## config.mk

```make
export PLATFORM = sky130hd
export DESIGN_NAME = touch_gesture_recognizer_unit
export DESIGN_NICKNAME = d
export VERILOG_FILES = /design/src/sv/tgr_pkg.sv /design/src/sv/tgr_front.sv /design/src/sv/tgr_queue.sv /design/src/sv/tgr_back.sv /design/src/sv/touch_gesture_recognizer_unit.sv
export VERILOG_INCLUDE_DIRS = /design/src /design/src/sv
export SDC_FILE = /design/constraint.sdc
export NUM_CORES = 1
export LEC_CHECK = 0
export ABC_AREA = 1
export BUFFER_PORTS_ARGS = -buffer_cell sky130_fd_sc_hd__clkbuf_2
export CAP_MARGIN = 20
export CORE_MARGIN = 2
export CORE_UTILIZATION = 55
export CTS_CLUSTER_DIAMETER = 150
export DETAILED_ROUTE_END_ITERATION = 7
export PLACE_DENSITY = 0.73
export REMOVE_ABC_BUFFERS = 1
export SETUP_SLACK_MARGIN = 0.5
export SYNTH_ARGS = -nofsm -noshare
export SYNTH_HDL_FRONTEND = slang
export SYNTH_SLANG_ARGS = --single-unit
```

## constraint.sdc

```tcl
create_clock -name clk -period 14.05 [get_ports clk]
set_clock_uncertainty 0.2 [all_clocks]
set_input_delay 1.405 -clock clk [delete_from_list [all_inputs] [get_ports clk]]
set_output_delay 1.405 -clock clk [all_outputs]
set_load 0.01 [all_outputs]
```

## src/sv/touch_gesture_recognizer_unit_assert.svh

```systemverilog
// ----------------------------------------------------------------------------
// Touch gesture recognizer assertion macros
// Concurrent assertion forms used by the recognizer back end.
// ----------------------------------------------------------------------------
`ifndef TOUCH_GESTURE_RECOGNIZER_UNIT_ASSERT_SVH
`define TOUCH_GESTURE_RECOGNIZER_UNIT_ASSERT_SVH

// A property that must hold at every clock edge outside reset.
`define TGR_ASSERT_HOLDS(lbl, clk, rst_n, prop, msg) \
	lbl: assert property (@(posedge clk) disable iff (!rst_n) (prop)) else $error(msg);

// A condition in one cycle that must lead to a consequence in the next cycle.
`define TGR_ASSERT_NEXT(lbl, clk, rst_n, ante, cons, msg) \
	lbl: assert property (@(posedge clk) disable iff (!rst_n) (ante) |=> (cons)) \
		else $error(msg);

`endif

```

## src/sv/tgr_pkg.sv

```systemverilog
// ----------------------------------------------------------------------------
// Touch gesture recognizer package
// Types, codes and register indexes shared by the recognizer modules.
// ----------------------------------------------------------------------------
`default_nettype none

package tgr_pkg;

	localparam int unsigned COORD_W = 12;
	localparam int unsigned TIME_W = 32;
	localparam int unsigned CFG_INDEX_W = 3;
	localparam int unsigned CFG_DATA_W = 16;
	localparam int unsigned IN_TDATA_W = 72;
	localparam int unsigned OUT_TDATA_W = 8;
	localparam int unsigned QUEUE_DEPTH = 2;

	localparam logic [CFG_INDEX_W-1:0] CFG_SWIPE_MIN_DISTANCE = 3'd0;
	localparam logic [CFG_INDEX_W-1:0] CFG_SWIPE_MAX_TIME = 3'd1;
	localparam logic [CFG_INDEX_W-1:0] CFG_EDGE_NEAR = 3'd2;
	localparam logic [CFG_INDEX_W-1:0] CFG_EDGE_FAR = 3'd3;
	localparam logic [CFG_INDEX_W-1:0] CFG_HOLD_TIME = 3'd4;
	localparam logic [CFG_INDEX_W-1:0] CFG_HOLD_MAX_MOVE = 3'd5;

	typedef enum logic [1:0] {
		GEST_NONE = 2'd0,
		GEST_LONG_PRESS = 2'd1,
		GEST_SWIPE = 2'd2
	} gesture_t;

	typedef enum logic [3:0] {
		ZONE_NONE = 4'd0,
		ZONE_TOP_LEFT = 4'd1,
		ZONE_TOP_RIGHT = 4'd2,
		ZONE_BOTTOM_LEFT = 4'd3,
		ZONE_BOTTOM_RIGHT = 4'd4,
		ZONE_TOP = 4'd5,
		ZONE_BOTTOM = 4'd6,
		ZONE_LEFT = 4'd7,
		ZONE_RIGHT = 4'd8
	} zone_t;

	typedef enum logic [1:0] {
		DIR_RIGHT = 2'd0,
		DIR_LEFT = 2'd1,
		DIR_DOWN = 2'd2,
		DIR_UP = 2'd3
	} dir_t;

	typedef struct packed {
		logic               touched;
		logic [COORD_W-1:0] x;
		logic [COORD_W-1:0] y;
		logic [TIME_W-1:0]  time_ms;
	} item_t;

	typedef struct packed {
		logic               push;
		logic               full;
	} queue_ctl_t;

endpackage

`default_nettype wire

```

## src/sv/tgr_front.sv

```systemverilog
// ----------------------------------------------------------------------------
// Touch gesture recognizer front end
// Accepts touch reports, decodes coordinates and classifies touch or release.
// ----------------------------------------------------------------------------
`default_nettype none

module tgr_front (
	input  wire logic                             s_tvalid,
	output logic                                  s_tready,
	input  wire logic [tgr_pkg::IN_TDATA_W-1:0]   s_tdata,
	input  wire tgr_pkg::queue_ctl_t              q_status,
	output tgr_pkg::queue_ctl_t                   q_ctl,
	output tgr_pkg::item_t                        item
);
	import tgr_pkg::*;

	logic [7:0] finger_count;
	logic [7:0] x_high_byte;
	logic [7:0] x_low_byte;
	logic [7:0] y_high_byte;
	logic [7:0] y_low_byte;

	assign finger_count = s_tdata[7:0];
	assign x_high_byte = s_tdata[15:8];
	assign x_low_byte = s_tdata[23:16];
	assign y_high_byte = s_tdata[31:24];
	assign y_low_byte = s_tdata[39:32];

	// Flag bits in the upper nibble of the high bytes are dropped.
	assign item.touched = (finger_count != 8'd0);
	assign item.x = {x_high_byte[3:0], x_low_byte};
	assign item.y = {y_high_byte[3:0], y_low_byte};
	assign item.time_ms = s_tdata[71:40];

	assign s_tready = !q_status.full;
	assign q_ctl.push = s_tvalid && !q_status.full;
	assign q_ctl.full = q_status.full;

endmodule

`default_nettype wire

```

## src/sv/tgr_queue.sv

```systemverilog
// ----------------------------------------------------------------------------
// Touch gesture recognizer item queue
// Short FIFO that decouples the front end from the gesture back end.
// ----------------------------------------------------------------------------
`default_nettype none

module tgr_queue (
	input  wire logic                 clk,
	input  wire logic                 arst_n,
	input  wire tgr_pkg::queue_ctl_t  q_ctl,
	input  wire tgr_pkg::item_t       push_item,
	input  wire logic                 pop,
	output logic                      q_valid,
	output tgr_pkg::item_t            q_item,
	output tgr_pkg::queue_ctl_t       q_status
);
	import tgr_pkg::*;

	localparam int unsigned PTR_W = (QUEUE_DEPTH > 1) ? $clog2(QUEUE_DEPTH) : 1;
	localparam int unsigned CNT_W = $clog2(QUEUE_DEPTH + 1);
	localparam logic [CNT_W-1:0] DEPTH_CNT = CNT_W'(QUEUE_DEPTH);
	localparam logic [PTR_W-1:0] LAST_PTR = PTR_W'(QUEUE_DEPTH - 1);

	item_t            mem_q [QUEUE_DEPTH];
	logic [PTR_W-1:0] wr_ptr_q;
	logic [PTR_W-1:0] rd_ptr_q;
	logic [CNT_W-1:0] count_q;
	logic             do_push;
	logic             do_pop;

	assign do_push = q_ctl.push && (count_q != DEPTH_CNT);
	assign do_pop = pop && (count_q != '0);

	assign q_valid = (count_q != '0);
	assign q_item = mem_q[rd_ptr_q];
	assign q_status.full = (count_q == DEPTH_CNT);
	assign q_status.push = do_push;

	always_ff @(posedge clk) begin
		if (do_push) begin
			mem_q[wr_ptr_q] <= push_item;
		end
	end

	always_ff @(posedge clk or negedge arst_n) begin
		if (!arst_n) begin
			wr_ptr_q <= '0;
			rd_ptr_q <= '0;
			count_q <= '0;
		end else begin
			if (do_push) begin
				wr_ptr_q <= (wr_ptr_q == LAST_PTR) ? '0 : wr_ptr_q + 1'b1;
			end
			if (do_pop) begin
				rd_ptr_q <= (rd_ptr_q == LAST_PTR) ? '0 : rd_ptr_q + 1'b1;
			end
			if (do_push && !do_pop) begin
				count_q <= count_q + 1'b1;
			end else if (do_pop && !do_push) begin
				count_q <= count_q - 1'b1;
			end
		end
	end

endmodule

`default_nettype wire

```

## src/sv/tgr_back.sv

```systemverilog
// ----------------------------------------------------------------------------
// Touch gesture recognizer back end
// Tracks the touch, detects long presses and swipes, registers the result.
// ----------------------------------------------------------------------------
`default_nettype none

`include "touch_gesture_recognizer_unit_assert.svh"

module tgr_back (
	input  wire logic                              clk,
	input  wire logic                              arst_n,
	input  wire logic                              cfg_wen,
	input  wire logic [tgr_pkg::CFG_INDEX_W-1:0]   cfg_index,
	input  wire logic [tgr_pkg::CFG_DATA_W-1:0]    cfg_data,
	input  wire logic                              q_valid,
	input  wire tgr_pkg::item_t                    q_item,
	output logic                                   pop,
	output logic                                   m_tvalid,
	input  wire logic                              m_tready,
	output logic [tgr_pkg::OUT_TDATA_W-1:0]        m_tdata
);
	import tgr_pkg::*;

	logic [COORD_W-1:0] swipe_min_distance_q;
	logic [15:0]        swipe_max_time_q;
	logic [COORD_W-1:0] edge_near_q;
	logic [COORD_W-1:0] edge_far_q;
	logic [15:0]        hold_time_q;
	logic [COORD_W-1:0] hold_max_move_q;

	logic               touch_active_q;
	logic               long_press_done_q;
	logic [COORD_W-1:0] start_x_q;
	logic [COORD_W-1:0] start_y_q;
	logic [TIME_W-1:0]  start_time_q;
	logic [COORD_W-1:0] last_x_q;
	logic [COORD_W-1:0] last_y_q;

	logic               out_valid_q;
	gesture_t           gesture_q;
	zone_t              zone_q;
	dir_t               dir_q;

	logic [COORD_W-1:0] ref_x;
	logic [COORD_W-1:0] ref_y;
	logic [TIME_W-1:0]  ref_time;
	logic               lpd_eff;
	logic [COORD_W-1:0] pos_x;
	logic [COORD_W-1:0] pos_y;
	logic               x_up;
	logic               y_up;
	logic [COORD_W-1:0] ax;
	logic [COORD_W-1:0] ay;
	logic [TIME_W-1:0]  dur;
	logic               long_press;
	logic               swipe;
	gesture_t           gesture_d;
	zone_t              zone_d;
	dir_t               dir_d;
	logic               zt;
	logic               zb;
	logic               zl;
	logic               zr;

	assign pop = q_valid && (!out_valid_q || m_tready);

	// On the first touched report the start point is the report itself.
	assign ref_x = touch_active_q ? start_x_q : q_item.x;
	assign ref_y = touch_active_q ? start_y_q : q_item.y;
	assign ref_time = touch_active_q ? start_time_q : q_item.time_ms;
	assign lpd_eff = touch_active_q && long_press_done_q;

	assign pos_x = q_item.touched ? q_item.x : last_x_q;
	assign pos_y = q_item.touched ? q_item.y : last_y_q;
	assign x_up = (pos_x > ref_x);
	assign y_up = (pos_y > ref_y);
	assign ax = x_up ? (pos_x - ref_x) : (ref_x - pos_x);
	assign ay = y_up ? (pos_y - ref_y) : (ref_y - pos_y);
	assign dur = q_item.time_ms - ref_time;

	assign long_press = q_item.touched && !lpd_eff
		&& (dur > {16'd0, hold_time_q})
		&& (ax < hold_max_move_q) && (ay < hold_max_move_q);
	assign swipe = !q_item.touched && touch_active_q
		&& (dur < {16'd0, swipe_max_time_q})
		&& ((ax > swipe_min_distance_q) || (ay > swipe_min_distance_q));

	assign zt = (start_y_q < edge_near_q);
	assign zb = (start_y_q > edge_far_q);
	assign zl = (start_x_q < edge_near_q);
	assign zr = (start_x_q > edge_far_q);

	always_comb begin
		gesture_d = GEST_NONE;
		zone_d = ZONE_NONE;
		dir_d = DIR_RIGHT;
		if (long_press) begin
			gesture_d = GEST_LONG_PRESS;
		end else if (swipe) begin
			gesture_d = GEST_SWIPE;
			priority if (zt && zl) begin
				zone_d = ZONE_TOP_LEFT;
			end else if (zt && zr) begin
				zone_d = ZONE_TOP_RIGHT;
			end else if (zb && zl) begin
				zone_d = ZONE_BOTTOM_LEFT;
			end else if (zb && zr) begin
				zone_d = ZONE_BOTTOM_RIGHT;
			end else if (zt) begin
				zone_d = ZONE_TOP;
			end else if (zb) begin
				zone_d = ZONE_BOTTOM;
			end else if (zl) begin
				zone_d = ZONE_LEFT;
			end else if (zr) begin
				zone_d = ZONE_RIGHT;
			end else begin
				zone_d = ZONE_NONE;
			end
			if (ax > ay) begin
				dir_d = x_up ? DIR_RIGHT : DIR_LEFT;
			end else begin
				dir_d = y_up ? DIR_DOWN : DIR_UP;
			end
		end
	end

	always_ff @(posedge clk or negedge arst_n) begin
		if (!arst_n) begin
			swipe_min_distance_q <= 12'd50;
			swipe_max_time_q <= 16'd800;
			edge_near_q <= 12'd100;
			edge_far_q <= 12'd380;
			hold_time_q <= 16'd500;
			hold_max_move_q <= 12'd20;
		end else if (cfg_wen) begin
			unique case (cfg_index)
				CFG_SWIPE_MIN_DISTANCE: swipe_min_distance_q <= cfg_data[COORD_W-1:0];
				CFG_SWIPE_MAX_TIME: swipe_max_time_q <= cfg_data;
				CFG_EDGE_NEAR: edge_near_q <= cfg_data[COORD_W-1:0];
				CFG_EDGE_FAR: edge_far_q <= cfg_data[COORD_W-1:0];
				CFG_HOLD_TIME: hold_time_q <= cfg_data;
				CFG_HOLD_MAX_MOVE: hold_max_move_q <= cfg_data[COORD_W-1:0];
				default: begin
				end
			endcase
		end
	end

	always_ff @(posedge clk or negedge arst_n) begin
		if (!arst_n) begin
			touch_active_q <= 1'b0;
			long_press_done_q <= 1'b0;
			start_x_q <= '0;
			start_y_q <= '0;
			start_time_q <= '0;
			last_x_q <= '0;
			last_y_q <= '0;
		end else if (pop) begin
			if (q_item.touched) begin
				touch_active_q <= 1'b1;
				start_x_q <= ref_x;
				start_y_q <= ref_y;
				start_time_q <= ref_time;
				last_x_q <= q_item.x;
				last_y_q <= q_item.y;
				long_press_done_q <= lpd_eff || long_press;
			end else begin
				touch_active_q <= 1'b0;
				long_press_done_q <= 1'b0;
			end
		end
	end

	always_ff @(posedge clk or negedge arst_n) begin
		if (!arst_n) begin
			out_valid_q <= 1'b0;
		end else if (pop) begin
			out_valid_q <= 1'b1;
		end else if (m_tready) begin
			out_valid_q <= 1'b0;
		end
	end

	always_ff @(posedge clk) begin
		if (pop) begin
			gesture_q <= gesture_d;
			zone_q <= zone_d;
			dir_q <= dir_d;
		end
	end

	assign m_tvalid = out_valid_q;
	assign m_tdata = {dir_q, zone_q, gesture_q};

	`TGR_ASSERT_HOLDS(a_long_press_clean, clk, arst_n,
		(out_valid_q && gesture_q == GEST_LONG_PRESS) |->
		(zone_q == ZONE_NONE && dir_q == DIR_RIGHT), "long press with zone or direction")
	`TGR_ASSERT_NEXT(a_release_clears, clk, arst_n, pop && !q_item.touched,
		!touch_active_q && !long_press_done_q, "release left touch state set")
	`TGR_ASSERT_HOLDS(a_lpd_needs_touch, clk, arst_n,
		long_press_done_q |-> touch_active_q, "long press marked without touch")
	`TGR_ASSERT_NEXT(a_swipe_from_release, clk, arst_n,
		pop && q_item.touched, gesture_q != GEST_SWIPE, "swipe on a touched report")

endmodule

`default_nettype wire

```

## src/sv/touch_gesture_recognizer_unit.sv

```systemverilog
// ----------------------------------------------------------------------------
// Touch gesture recognizer
// Turns a stream of touch reports into long press and swipe events.
// ----------------------------------------------------------------------------
//  channel  | direction | signals                         | contents
//  s_*      | in        | s_tvalid s_tready s_tdata[71:0] | touch report
//  m_*      | out       | m_tvalid m_tready m_tdata[7:0]  | gesture result
//  cfg_*    | in        | cfg_wen cfg_index cfg_data      | register write
//
// One report is taken per cycle while s_tready is high, and each gives exactly one result.
// An accepted report waits in the two-entry queue until the gesture stage, which
// also updates the touch state, pops it and registers its result for m_tvalid.
// A stalled output holds its result; the queue keeps taking reports until
// both entries are in use, then s_tready drops.
// Reset restores all register defaults and clears the touch state at once.
// ----------------------------------------------------------------------------
`default_nettype none

module touch_gesture_recognizer_unit (
	input  wire logic                              clk,
	input  wire logic                              arst_n,
	input  wire logic                              s_tvalid,
	output logic                                   s_tready,
	// finger_count, x_high_byte, x_low_byte, y_high_byte, y_low_byte, time_ms
	input  wire logic [tgr_pkg::IN_TDATA_W-1:0]    s_tdata,
	output logic                                   m_tvalid,
	input  wire logic                              m_tready,
	// gesture, start_zone, swipe_direction
	output logic [tgr_pkg::OUT_TDATA_W-1:0]        m_tdata,
	input  wire logic                              cfg_wen,
	input  wire logic [tgr_pkg::CFG_INDEX_W-1:0]   cfg_index,
	input  wire logic [tgr_pkg::CFG_DATA_W-1:0]    cfg_data
);
	import tgr_pkg::*;

	queue_ctl_t q_ctl;
	queue_ctl_t q_status;
	item_t      front_item;
	item_t      q_item;
	logic       q_valid;
	logic       pop;

	tgr_front u_front (
		.s_tvalid (s_tvalid),
		.s_tready (s_tready),
		.s_tdata  (s_tdata),
		.q_status (q_status),
		.q_ctl    (q_ctl),
		.item     (front_item)
	);

	tgr_queue u_queue (
		.clk       (clk),
		.arst_n    (arst_n),
		.q_ctl     (q_ctl),
		.push_item (front_item),
		.pop       (pop),
		.q_valid   (q_valid),
		.q_item    (q_item),
		.q_status  (q_status)
	);

	tgr_back u_back (
		.clk       (clk),
		.arst_n    (arst_n),
		.cfg_wen   (cfg_wen),
		.cfg_index (cfg_index),
		.cfg_data  (cfg_data),
		.q_valid   (q_valid),
		.q_item    (q_item),
		.pop       (pop),
		.m_tvalid  (m_tvalid),
		.m_tready  (m_tready),
		.m_tdata   (m_tdata)
	);

endmodule

`default_nettype wire
```

# ---- Word level (Yosys, flattened, before mapping)
# Memory sizes are Yosys's and may differ from the RTL's.
# Index checks and enable logic that the tools add are counted.
dict set report op_classes {
  addsub 9
  n_lt_le_gt_ge 13
  n_eq_ne 7
  muxes 29
  bitwise_logic 1
  reduce_logical 43
}
# op count
set ops {}
lappend ops {{$gt A12 B12 Y1} 7}
lappend ops {{$mux W12} 6}
lappend ops {{$lt A12 B12 Y1} 4}
lappend ops {{$sub A12 B12 Y12} 4}
lappend ops {{$gt A32 B16 Y1} 1}
lappend ops {{$lt A32 B16 Y1} 1}
lappend ops {{$mux W32} 1}
lappend ops {{$sub A32 B32 Y32} 1}
lappend ops {{$logic_and A1 B1 Y1} 18}
lappend ops {{$reduce_and A2 Y1} 7}
lappend ops {{$mux W2} 6}
lappend ops {{$mux W3} 4}
lappend ops {{$mux W1} 11}
lappend ops {{$reduce_or A9 Y1} 1}
lappend ops {{$reduce_bool A8 Y1} 1}
lappend ops {{$eq A3 B2 Y1 const B} 2}
lappend ops {{$eq A3 B3 Y1 const B} 2}
lappend ops {{$logic_not A1 Y1} 6}
lappend ops {{$reduce_bool A2 Y1} 3}
lappend ops {{$reduce_or A5 Y1} 1}
lappend ops {{$mux W4} 1}
lappend ops {{$eq A3 B1 Y1 const B} 1}
lappend ops {{$logic_not A3 Y1} 1}
lappend ops {{$logic_or A1 B1 Y1} 3}
lappend ops {{8 further kinds} 9}
dict set report word_totals {
  register_bits 175
  ram_bits 114
  inputBits 96
  n_memories 1
}
# name depth word_bits read_ports rd_ports_with_merged_regs wr line
set mem_list {}
lappend mem_list {u_queue.mem_q 2 57 1 0 1 tgr_queue.sv:24} ;# item_t mem_q [QUEUE_DEPTH];

# ---- Depth between registers and ports, before layout
dict set report logic_depth {
  word_depth 9
  depth_mapped 34
}

# ---- By module
# From an unflattened synthesis, not the netlist that was laid out.
dict set report unflattened {
  cells_unflattened 2570
  area_unflattened_um2 20088.0
}
# module instances cells_each area_each_um2 seq_area_each_um2
set by_module_without_submodules {}
lappend by_module_without_submodules {tgr_back 1 2164 15199.6 4347.9}
lappend by_module_without_submodules {tgr_queue 1 331 4393.0 3523.4}
lappend by_module_without_submodules {tgr_front 1 75 495.5 0.0}

# ---- Least setup slack after synthesis
# No wires, ideal clock.
dict set report synth_timing {
  path_type {reg2reg}
  from {register u_queue.rd_ptr_q}
  to {register u_back.dir_q[0] (data pin)}
  setup_ns 0.141
  arrival_ns 4.315
  path_slack_ns 9.394
  stages_incl_launch_ff 27
  n_path_buf 3
  synth_period_minus_slack_ns 4.656
  path_cell_list {dfrtp_1 -> inv_2 -> buf_2 -> buf_1 -> nand2_1 -> nand2_1 -> o21ai_0 -> inv_1 -> fa_1 -> inv_1 -> o21ai_0 -> a21oi_1 -> o21ai_1 -> nand2_2 -> buf_2 -> mux2i_1 -> xor2_1 -> inv_1 -> ha_1 -> nand2_1 -> o21ai_0 -> a21oi_1 -> o221ai_1 -> o21ai_0 -> a21boi_2 -> nand3_4 -> a21oi_2}
}
dict set report synth_between {
  elab_chain_cells 9
  elab_cells_between_ends 36
  classes_between {5 x add/sub; 9 x order compare; 10 x mux; 1 x bitwise; 10 x reduce/logical; 1 x memory}
}
# item line
set synth_rtl {}
lappend synth_rtl {{from (decl)} tgr_queue.sv:26} ;# logic [PTR_W-1:0] rd_ptr_q;
lappend synth_rtl {{from (signal assigned)} tgr_queue.sv:55} ;# rd_ptr_q <= (rd_ptr_q == LAST_PTR) ? '0 : rd_ptr_q + 1'b1;
lappend synth_rtl {{$mem_v2 Z2 W57 *} -}
lappend synth_rtl {{$mux W12 *} -}
lappend synth_rtl {{net u_back.pos_y[1]} tgr_back.sv:49} ;# logic [COORD_W-1:0] pos_y;
lappend synth_rtl {{$sub A12 B12 Y12 or $gt A12 B12 Y1 (tied branches)} {tgr_back.sv:78, tgr_back.sv:76}}
lappend synth_rtl {{$mux W12} tgr_back.sv:78} ;# assign ay = y_up ? (pos_y - ref_y) : (ref_y - pos_y);
lappend synth_rtl {{$gt A12 B12 Y1} tgr_back.sv:86} ;# && ((ax > swipe_min_distance_q) || (ay > swipe_min_distance_q));
lappend synth_rtl {{$logic_or A1 B1 Y1} tgr_back.sv:86}
lappend synth_rtl {{$logic_and A1 B1 Y1} tgr_back.sv:86}
lappend synth_rtl {{$not A1 Y1 (no source line)} -}
lappend synth_rtl {{$reduce_or A2 Y1 (no source line)} -}
lappend synth_rtl {{to (signal assigned)} tgr_back.sv:189} ;# dir_q <= dir_d;
lappend synth_rtl {{to (decl)} tgr_back.sv:42} ;# dir_t dir_q;
# Mark *: on every way through the listed nets, which the timed path passes. The rest lies on a longest branch.
# A chain may end at the register's enable or synchronous reset.

# ---- Worst setup path in the final report
# Same ends and word-level chain as after synthesis.

==> results_tabular.tex <==
\begin{tabular}{lr}
\hline
Metric & Value \\
\hline
\multicolumn{2}{l}{\textbf{Global routing}} \\
\quad Antenna violations before repair & 0 \\
\quad Grt ovf & 0 \\
\quad Number of global-route vias before repair & 15900 \\
\quad Aggregate global-route resource usage & 0.283 \\
\quad First-pass GRT wire length & 81500 um \\
\quad Largest net degree at the start of global routing & 91 \\
\multicolumn{2}{l}{\textbf{Critical path}} \\
\quad Data required time of the critical path & 14.26 ns \\
\quad Start point of the critical path & u\_queue.rd\_ptr\_q \\
\quad Worst path most repeated cell & inv\_1 \\
\quad Critical-path cell with the highest stage delay & dfrtp\_2 \\
\quad Setup Crit Path Kind & register to register \\
\quad Peak fanout along the critical path & 31 \\
\quad Kind of capture point of the worst setup path & register \\
\quad CP arrival & 7.12 ns \\
\quad Kind of launch point of the worst setup path & register \\
\quad Biggest cell delay along the critical path & 0.87 ns \\
\quad Start of the worst register-to-register path & u\_queue.rd\_ptr\_q \\
\multicolumn{2}{l}{\textbf{Route}} \\
\quad Detail-routed via count per cell & 5.46 \\
\quad Routed Antenna Nets & 0 \\
\quad DRC errors left & 0 \\
\quad DRC marker count from the first detailed-route iteration & 1197 \\
\quad Wire length per cell after detailed routing & 16.8 um \\
\quad DRT Wirelength & 51100 um \\
\quad Router iterations before antenna repair & 5 \\
\quad Via count & 16600 \\
\multicolumn{2}{l}{\textbf{Placement}} \\
\quad Final HPWL from detailed placement & 39000 um \\
\quad Placer congestion estimate & 0.981 \\
\quad Count of port buffers added during placement & 97 \\
\multicolumn{2}{l}{\textbf{Min path}} \\
\quad Startpoint of the tightest hold check path & u\_queue.count\_q[0] \\
\quad Min-Delay Path Class & register to register \\
\multicolumn{2}{l}{\textbf{Timing}} \\
\quad Max Freq & 145 MHz \\
\quad Relative slew slack & 0.364 \\
\quad Final worst-path cycle share & 0.491 \\
\quad Time the worst path needs with I/O delays and setup & 6.90 ns \\
\quad RSZ-0062 raised after global routing & false \\
\quad Final-report hold violation count & 0 \\
\quad Max Transition Viols Final & 0 \\
\quad Number of failing setup endpoints in the final timing report & 0 \\
\quad Setup total negative slack & 0 ns \\
\quad Transition time at the pin with the least slew margin & 0.945 ns \\
\multicolumn{2}{l}{\textbf{Status}} \\
\quad Result of the run & finished, final reports clean \\
\multicolumn{2}{l}{\textbf{Synthesis}} \\
\quad Post-synth cell types & 53 \\
\quad Syn. warnings & 0 \\
\quad Mapped Area & 0.0195 mm\^{}2 \\
\quad Instance count of the mapped netlist & 2486 \\
\quad Share of flip-flops with an asynchronous set or reset & 0.578 \\
\quad Number of register bits inferred by synthesis & 289 \\
\quad Register area share after synthesis & 0.404 \\
\quad Count of flip-flops with a built-in enable after synthesis & 122 \\
\quad Post-synth top flop & dfrtp\_1 \\
\quad Average footprint of a synthesized cell & 7.83 um\^{}2 \\
\multicolumn{2}{l}{\textbf{Die}} \\
\quad Top Ports & 106 \\
\quad Y dimension of the die & 192 um \\
\quad Number of standard-cell rows in the floorplan & 68 \\
\quad Die width & 192 um \\
\quad Die footprint & 0.0369 mm\^{}2 \\
\quad Standard cell core area & 0.0347 mm\^{}2 \\
\quad Starting Density & 0.561 \\
\multicolumn{2}{l}{\textbf{Finish}} \\
\quad Growth of design area from synthesis to finish & 10.2\% \\
\quad Count of filler cells inserted in the layout & 3065 \\
\quad Reg area & 0.00787 mm\^{}2 \\
\quad Number of nets in the finished design & 2879 \\
\quad Number of inserted diodes & 0 \\
\quad Fraction of final layout cells sized beyond drive strength 1 & 0.0954 \\
\quad Footprint of the multi-input gates & 0.0100 mm\^{}2 \\
\multicolumn{2}{l}{\textbf{Clocking}} \\
\quad TritonCTS clock tree & done \\
\quad Number of instances resized during post-cts repair & 0 \\
\quad Depth of the CTS H-tree & 1 \\
\quad CTS Buf Count & 31 \\
\quad Root buffer selected by CTS & clkbuf\_16 \\
\quad Post-CTS setup buffers & 0 \\
\quad Clock latency reported for the late side of the worst-skew pair & 0.58 ns \\
\quad Clock Tree Buf Depth & 3 \\
\quad Clock transition at path regs & 0.06 ns \\
\quad Number of hold-repair buffers added at the cts stage & 0 \\
\quad Sinks on the clock net & 289 \\
\multicolumn{2}{l}{\textbf{Run}} \\
\quad Max-cap violation count & 0 \\
\hline
\end{tabular}
sequential cells by signal, indices dropped and copies added (netlist names), 2 cells and up:
| register | flops |
|---|---|
| u_back.start_y_q | 12 |
| u_back.hold_time_q | 16 |
| u_back.swipe_max_time_q | 16 |
| u_queue.mem_q | 114 |
| u_back.start_x_q | 12 |
| u_back.hold_max_move_q | 12 |
| u_back.last_x_q | 12 |
| u_back.zone_q | 4 |
| u_back.dir_q | 2 |
| u_back.edge_far_q | 12 |
| u_queue.count_q | 2 |
| u_back.gesture_q | 2 |
| u_back.swipe_min_distance_q | 12 |
| u_back.start_time_q | 32 |
| u_back.last_y_q | 12 |
| u_back.edge_near_q | 12 |
Yosys cell counts (4+ instances only):
cell | number | area, um^2
a21boi_0 | 4 | 30.0
a21o_1 | 8 | 60.1
a21oi_1 | 124 | 621
a31oi_1 | 4 | 25.0
and2_1 | 6 | 37.5
buf_2 | 6 | 30.0
clkbuf_1 | 55 | 206
dfrtp_1 | 144 | 3600
dfstp_2 | 23 | 604
edfxtp_1 | 122 | 3660
fa_1 | 5 | 100
ha_1 | 213 | 2670
inv_1 | 354 | 1330
inv_2 | 7 | 26.3
mux2i_1 | 7 | 70.1
nand2_1 | 743 | 2790
nand2_2 | 10 | 62.6
nand3_1 | 102 | 510
nand4_1 | 21 | 131
nor2_1 | 104 | 390
nor3_1 | 9 | 45.0
nor4_1 | 4 | 25.0
o2111ai_1 | 7 | 61.3
o211ai_1 | 7 | 52.6
o21ai_0 | 282 | 1410
o21ai_1 | 5 | 25.0
o21bai_1 | 4 | 30.0
or2_2 | 24 | 150
xnor2_1 | 5 | 43.8
xor2_1 | 37 | 324
metal layers:
| metal | up-vias | wire, um | global-route usage |
|---|---|---|---|
| met5 | - | 0 | 0 |
| met4 | 0 | 1650 | 0.0893 |
| met3 | 88 | 3380 | 0.0417 |
| met2 | 481 | 21600 | 0.424 |
| met1 | 7767 | 24500 | 0.419 |
| li1 | 8293 | - | - |
worst paths after layout:
check | to | slack (ns) | cells after the start
min in group asynchronous | u_back.start_time_q[22] | 0.72 | 1
hold / removal | u_queue.count_q[0] | 0.28 | 1
setup / recovery | u_back.dir_q[0] | 7.15 | 26
setup reg to reg | u_back.dir_q[0] | 7.15 | 26
hold reg to reg | u_queue.count_q[0] | 0.28 | 1
max in group asynchronous | u_back.edge_far_q[5] | 11.60 | 3
final cells by class:
class	instances	area share
multi-input combinational	1772	0.467
sequential	289	0.367
inverter	361	0.0631
clock buffer	38	0.0393
timing repair buffer	110	0.0284
tap	455	0.0265
clock inverter	19	0.00921
worst max-delay path: cells and delay by family (launching register included):
kind	cells	cell delay, ns
buf+inv	7	1.31
compound gates	11	2.23
xor+xnor	1	0.48
flops	1	0.87
simple gates	5	0.77
fa+ha+maj	2	0.82
layout by cell type, fill, tap and decap left out, types with 8 or more instances in the layout:
| cell | synthesis | routed |
|---|---|---|
| nand2_1 | 743 | 743 |
| inv_1 | 354 | 352 |
| o21ai_0 | 282 | 282 |
| ha_1 | 213 | 213 |
| dfrtp_1 | 144 | 143 |
| a21oi_1 | 124 | 123 |
| edfxtp_1 | 122 | 122 |
| nand3_1 | 102 | 102 |
| nor2_1 | 104 | 101 |
| clkbuf_2 | 0 | 96 |
| xor2_1 | 37 | 37 |
| clkbuf_16 | 0 | 32 |
| or2_2 | 24 | 24 |
| dfstp_2 | 23 | 23 |
| nand4_1 | 21 | 21 |
| buf_4 | 0 | 12 |
| nand2_2 | 10 | 10 |
| nor3_1 | 9 | 9 |
| clkinv_2 | 0 | 9 |
| a21o_1 | 8 | 8 |
| inv_2 | 7 | 8 |
logic make-up (layout without fill, tap and decap cells):
logic type | after synthesis | in the layout | synth area share
AO/OA/AOI/OAI | 465 | 465 | 0.128
flip-flops | 289 | 289 | 0.404
multiplexers | 7 | 7 | 0.00360
buffers and inverters | 425 | 528 | 0.0827
AND/OR/NAND/NOR | 1039 | 1039 | 0.220
adder cells (fa/ha/maj) | 218 | 218 | 0.142
XOR/XNOR | 43 | 43 | 0.0197
metrics by stage:
step | cell area (um^2) | setup WS (ns) | hold WS, ns | utilization | std cells
6_report | 21500 | 7.15 | 0.277 | 0.618 | 3044
2_1_floorplan | 19200 | 8.01 | 0.246 | - | 2422
4_1_cts | 21400 | 7.27 | 0.281 | 0.617 | 3043
5_1_grt | 21500 | 6.74 | 0.300 | 0.618 | 3044
3_5_place_dp | 20400 | 7.33 | 0.267 | 0.587 | 2986
3_3_place_gp | 20400 | 7.29 | 0.259 | 0.587 | 2986
Power is left out: the tool's default activity adds up to more than one toggle a clock period on the data nets, which glitch-free logic cannot reach.
